### src/rtl/core/ipid_pkg.sv
// ----------------------------------------------------------------------------
// ipid_pkg: shared types and constants of the incremental PID
// Field widths, register codes, reset values of the configuration registers
// and the setpoint scaling helper.
// ----------------------------------------------------------------------------
package ipid_pkg;

    localparam int SAMPLE_W = 16;  // Q3.12 setpoint and tilt
    localparam int ERR_W    = 18;  // Q12 error
    localparam int COEF_W   = 32;  // Q15.16 coefficient
    localparam int DRIVE_W  = 32;  // Q12 drive
    localparam int LIMIT_W  = 15;  // Q3.12 unsigned cutoff
    localparam int TERM_W   = ERR_W + COEF_W - 16;
    localparam int SUM_W    = TERM_W + 2;
    localparam int CFG_IDX_W = 3;

    localparam logic [2:0] CALL_WRAP = 3'd5;   // scale when count exceeds this
    localparam logic [2:0] CALL_MAX  = 3'd6;

    // floor(x * RECIP5 / 2^18) == floor(x / 5) for 0 <= x <= 32768
    localparam logic [31:0] RECIP5       = 32'd52429;
    localparam int          RECIP5_SHIFT = 18;

    localparam logic signed [COEF_W-1:0] COEF_NOW_RST   = 32'sd184383;
    localparam logic signed [COEF_W-1:0] COEF_PREV_RST  = -32'sd180119;
    localparam logic signed [COEF_W-1:0] COEF_PREV2_RST = 32'sd1586;
    localparam logic [LIMIT_W-1:0]       TILT_LIMIT_RST = 15'd1393;

    localparam logic signed [DRIVE_W-1:0] DRIVE_MAX = 32'sh7FFF_FFFF;
    localparam logic signed [DRIVE_W-1:0] DRIVE_MIN = 32'sh8000_0000;

    typedef enum logic [CFG_IDX_W-1:0] {
        REG_COEF_NOW   = 3'd0,
        REG_COEF_PREV  = 3'd1,
        REG_COEF_PREV2 = 3'd2,
        REG_TILT_LIMIT = 3'd3
    } cfg_reg_t;

    // Word held between the front stage and the accumulate stage
    typedef struct packed {
        logic signed [ERR_W-1:0] err;
        logic                    cut;
    } stage_a_t;

    // Signed divide by 5, truncating toward zero
    function automatic logic signed [SAMPLE_W-1:0] div5_trunc(
        input logic signed [SAMPLE_W-1:0] r
    );
        logic [SAMPLE_W-1:0] mag;
        logic [31:0]         prod;
        logic [SAMPLE_W-1:0] q;
        mag  = r[SAMPLE_W-1] ? SAMPLE_W'(-r) : SAMPLE_W'(r);
        prod = 32'(mag) * RECIP5;
        q    = SAMPLE_W'(prod >> RECIP5_SHIFT);
        return r[SAMPLE_W-1] ? -$signed(q) : $signed(q);
    endfunction

endpackage

### src/rtl/core/ipid_accum.sv
// ----------------------------------------------------------------------------
// ipid_accum: velocity-form accumulate
// Three error terms rescaled from Q28 to Q12, added to the previous drive and
// saturated to 32 bits.
// ----------------------------------------------------------------------------
module ipid_accum
    import ipid_pkg::*;
(
    input  logic signed [ERR_W-1:0]   err,
    input  logic signed [ERR_W-1:0]   err_last,
    input  logic signed [ERR_W-1:0]   err_before_last,
    input  logic signed [COEF_W-1:0]  coef_now,
    input  logic signed [COEF_W-1:0]  coef_prev,
    input  logic signed [COEF_W-1:0]  coef_prev2,
    input  logic signed [DRIVE_W-1:0] prev_drive,
    output logic signed [DRIVE_W-1:0] drive_sat
);

    logic signed [ERR_W+COEF_W-1:0] prod0;
    logic signed [ERR_W+COEF_W-1:0] prod1;
    logic signed [ERR_W+COEF_W-1:0] prod2;
    logic signed [TERM_W-1:0]       term0;
    logic signed [TERM_W-1:0]       term1;
    logic signed [TERM_W-1:0]       term2;
    logic signed [SUM_W-1:0]        sum;

    assign prod0 = err * coef_now;
    assign prod1 = err_last * coef_prev;
    assign prod2 = err_before_last * coef_prev2;

    // arithmetic shift floors toward minus infinity
    assign term0 = TERM_W'(prod0 >>> 16);
    assign term1 = TERM_W'(prod1 >>> 16);
    assign term2 = TERM_W'(prod2 >>> 16);

    assign sum = SUM_W'(term0) + SUM_W'(term1) + SUM_W'(term2) + SUM_W'(prev_drive);

    always_comb
    begin
        if (sum > SUM_W'(DRIVE_MAX))
        begin
            drive_sat = DRIVE_MAX;
        end
        else if (sum < SUM_W'(DRIVE_MIN))
        begin
            drive_sat = DRIVE_MIN;
        end
        else
        begin
            drive_sat = DRIVE_W'(sum);
        end
    end

endmodule

### config.mk
export PLATFORM = sky130hd
export DESIGN_NAME = ipid_accum
export DESIGN_NICKNAME = d
export VERILOG_FILES = /design/src/rtl/core/ipid_pkg.sv /design/src/rtl/core/ipid_accum.sv
export SDC_FILE = /design/constraint.sdc
export NUM_CORES = 2
export LEC_CHECK = 0
export BUFFER_PORTS_ARGS = -buffer_cell sky130_fd_sc_hd__buf_2
export CAP_MARGIN = 40
export CORE_MARGIN = 4
export CORE_UTILIZATION = 33
export DETAILED_ROUTE_END_ITERATION = 16
export MAX_ROUTING_LAYER = met4
export PLACE_DENSITY = 0.58
export SYNTH_ARGS = -nofsm -noshare
export SYNTH_HDL_FRONTEND = slang
export SYNTH_SLANG_ARGS = --single-unit
### constraint.sdc
create_clock -name vclk -period 17.45
set_clock_uncertainty 0.05 [all_clocks]
set_input_delay 2.6175 -clock vclk [all_inputs]
set_output_delay 2.6175 -clock vclk [all_outputs]
set_load 0.005 [all_outputs]
==> impl_metrics.json <==
{
  "ports_placed_on_the_boundary": 214,
  "place_hpwl_mm": 147,
  "timing.setup.tns_ps": 0,
  "fraction_of_synthesized_area_in_multiplexers_pct": 0.0513,
  "routed_via_density": 4.82,
  "drive_gt1_share_pct": 4.43,
  "clkbuf_count": 0,
  "critical_path.max_stage_delay_ps": 660,
  "critical_path_buf_inv_count": 6,
  "cp-endpoint": "drive_sat[29]",
  "die_h_um": 438,
  "period_needed_ps": 16880,
  "synth_seq_area_share_pct": 0,
  "grt_pass1_wl_mm": 284,
  "pin_count_of_the_biggest_net_entering_global_routing": 33,
  "synth_simple_gate_area_share_pct": 15.2,
  "finalWeightedCongestion": 0.879,
  "min_path_type": "input pin to primary output",
  "fillers": 19100,
  "placement.cell_area_mm2": 0.0644,
  "synthesis.area_mm2": 0.0610,
  "critPathArrivalTime_ps": 14220,
  "slowest_stage": "sky130_fd_sc_hd__buf_2",
  "worstSetupPathType": "input pin to primary output",
  "final_max_slew_viol_count": 0,
  "syn2layout_area_growth_pct": 5.57,
  "fp.dieArea_mm2": 0.192,
  "layout.cells.most_common": "sky130_fd_sc_hd__inv_1",
  "status": "complete, no violations",
  "track_usage_pct": 19.4,
  "path_max_fanout": 32,
  "design_area_mm2": 0.0644,
  "critical_path_sink_type": "primary output",
  "setup_viol": 0,
  "cpMostUsedCell": "sky130_fd_sc_hd__fa_1",
  "firstDrtPassIters": 5,
  "maxCapViolations": 0,
  "worst_setup_path_start_kind": "input pin",
  "cts.hold.buffers_added": 0,
  "crit_share_post_route_pct": 96.8,
  "netlist-cell-type-count": 75,
  "first_global_vias": 49900,
  "avgSynthCellArea_um2": 8.86,
  "drcViolationCount": 0,
  "seq_cell_count": 0,
  "max_slew_margin_pct": 38.1,
  "synth-warning-count": 0,
  "floorplan.rows": 157,
  "adder_and_majority_gate_portion_of_the_synthesized_area_pct": 64.5,
  "fmax_ghz": 0.0592,
  "main_combinational_cell_family_by_area_after_synthesis": "adder cells",
  "via_count": 44800,
  "synth_xor_area_share_pct": 2.10,
  "finalHoldViolations": 0,
  "register_area_um2": 0,
  "antenna_left": 0,
  "core_area_mm2": 0.183,
  "drtIter0Drc": 2430,
  "initial_antenna_violation_count": 18,
  "drt_wl_cell_um": 19.1,
  "timing.critical_path.required_ps": 14780,
  "timing.critical_path.max_delay_family": "adder cells",
  "drt_wl_total_mm": 177,
  "final_net_count": 9113,
  "port_buffers": 214,
  "mostFrequentLayoutCells": "sky130_fd_sc_hd__inv_1 (1817), sky130_fd_sc_hd__fa_1 (1725), sky130_fd_sc_hd__nand2_1 (1233)",
  "dieWidth_um": 438,
  "critical_path_depth": 35,
  "floorplan.initialDensity_pct": 33.3,
  "grt_overflow_total": 0,
  "post_synthesis_cells": 6886,
  "worst_setup_path_startpoint": "err[12]",
  "unrepaired_setup_endpoints_after_global_routing": "no",
  "synth.net_count": 9176,
  "synth_compound_area_share_pct": 4.83,
  "worst_slew_pin_slew_ps": 929
}
==> per-layer routing <==
metal,track usage [%],share of wire (%),up-vias
met4,5.97,3.8,0
met3,1.86,5.2,271
met2,33.0,50,1373
li1,-,-,19600
met5,-,0,-
met1,24.5,41,23500
==> Yosys cell counts (4+ instances only) <==
cell type	n	area, um2
sky130_fd_sc_hd__inv_1	1817	6820
sky130_fd_sc_hd__nand3_1	28	140
sky130_fd_sc_hd__a31oi_1	13	81.3
sky130_fd_sc_hd__buf_2	8	40.0
sky130_fd_sc_hd__o31ai_1	11	82.6
sky130_fd_sc_hd__or3_1	9	56.3
sky130_fd_sc_hd__nand2b_1	63	394
sky130_fd_sc_hd__o21ai_1	34	170
sky130_fd_sc_hd__nor2_1	116	435
sky130_fd_sc_hd__o21ai_0	59	295
sky130_fd_sc_hd__o211a_1	7	70.1
sky130_fd_sc_hd__o21a_1	12	90.1
sky130_fd_sc_hd__xnor2_1	95	832
sky130_fd_sc_hd__and4_1	8	70.1
sky130_fd_sc_hd__a21oi_1	113	566
sky130_fd_sc_hd__a21boi_0	5	37.5
sky130_fd_sc_hd__clkbuf_1	335	1260
sky130_fd_sc_hd__o21bai_1	11	82.6
sky130_fd_sc_hd__nor2b_1	13	81.3
sky130_fd_sc_hd__a2111oi_0	6	52.6
sky130_fd_sc_hd__o311ai_0	4	35.0
sky130_fd_sc_hd__o211ai_1	18	135
sky130_fd_sc_hd__o2111ai_1	4	35.0
sky130_fd_sc_hd__fa_1	1725	34500
sky130_fd_sc_hd__and3_1	15	93.8
sky130_fd_sc_hd__xor2_1	51	447
sky130_fd_sc_hd__nor3_1	21	105
sky130_fd_sc_hd__and2_1	475	2970
sky130_fd_sc_hd__a211o_1	8	70.1
sky130_fd_sc_hd__a41oi_1	5	43.8
sky130_fd_sc_hd__nand4_1	23	144
sky130_fd_sc_hd__a211oi_1	18	135
sky130_fd_sc_hd__a31o_2	4	35.0
sky130_fd_sc_hd__a311oi_1	5	43.8
sky130_fd_sc_hd__nand2_1	1233	4630
sky130_fd_sc_hd__or2_2	7	43.8
sky130_fd_sc_hd__ha_1	383	4790
sky130_fd_sc_hd__a21o_1	63	473
==> stage by stage <==
step | std cells | util (%) | hold slack [ps] | setup slack [ps]
2_1_floorplan | 6886 | - | 5810 | 2580
5_1_grt | 9293 | 35.1 | 6200 | 12.9
3_3_place_gp | 9281 | 35.1 | 6160 | 580
6_report | 9296 | 35.1 | 6130 | 566
3_5_place_dp | 9285 | 35.1 | 6150 | 568
4_1_cts | 9285 | 35.1 | 6150 | 530
==> cells by family after synthesis <==
logic type                 after synthesis
muxes                                    3
buffers and inverters                 2163
adders and majority gates             2108
and+or+nand+nor                       2028
AOI/OAI and AO/OA                      438
xor gates and xnor gates               146
==> tightest hold or removal path: cells and delay by family <==
family          cells  cell delay, ps
compound gates      1              70
fa+ha+maj           2             460
buf+inv             5             420
==> how the worst min path moves through the flow <==
stage / end / startpoint / depth (start not counted)
floorplan: drive_sat[0] / prev_drive[0] / 6
global placement: drive_sat[0] / prev_drive[0] / 8
detailed placement: drive_sat[0] / prev_drive[0] / 8
CTS: drive_sat[0] / prev_drive[0] / 8
global route: drive_sat[0] / prev_drive[0] / 8
finish: drive_sat[0] / prev_drive[0] / 8
==> layout make-up <==
type                       instances  area [um2]  area share [%]
inverter                        1818        6820            10.6
tap                             2464        3080            4.79
antenna                           11        27.5          0.0427
timing repair buffer             280        1570            2.43
multi-input combinational       4723       52900            82.1
==> what timing repair did <==
item                       CTS  global route
gates resized for setup      0             1
setup buffers                0             0
setup endpoints to repair    0             2
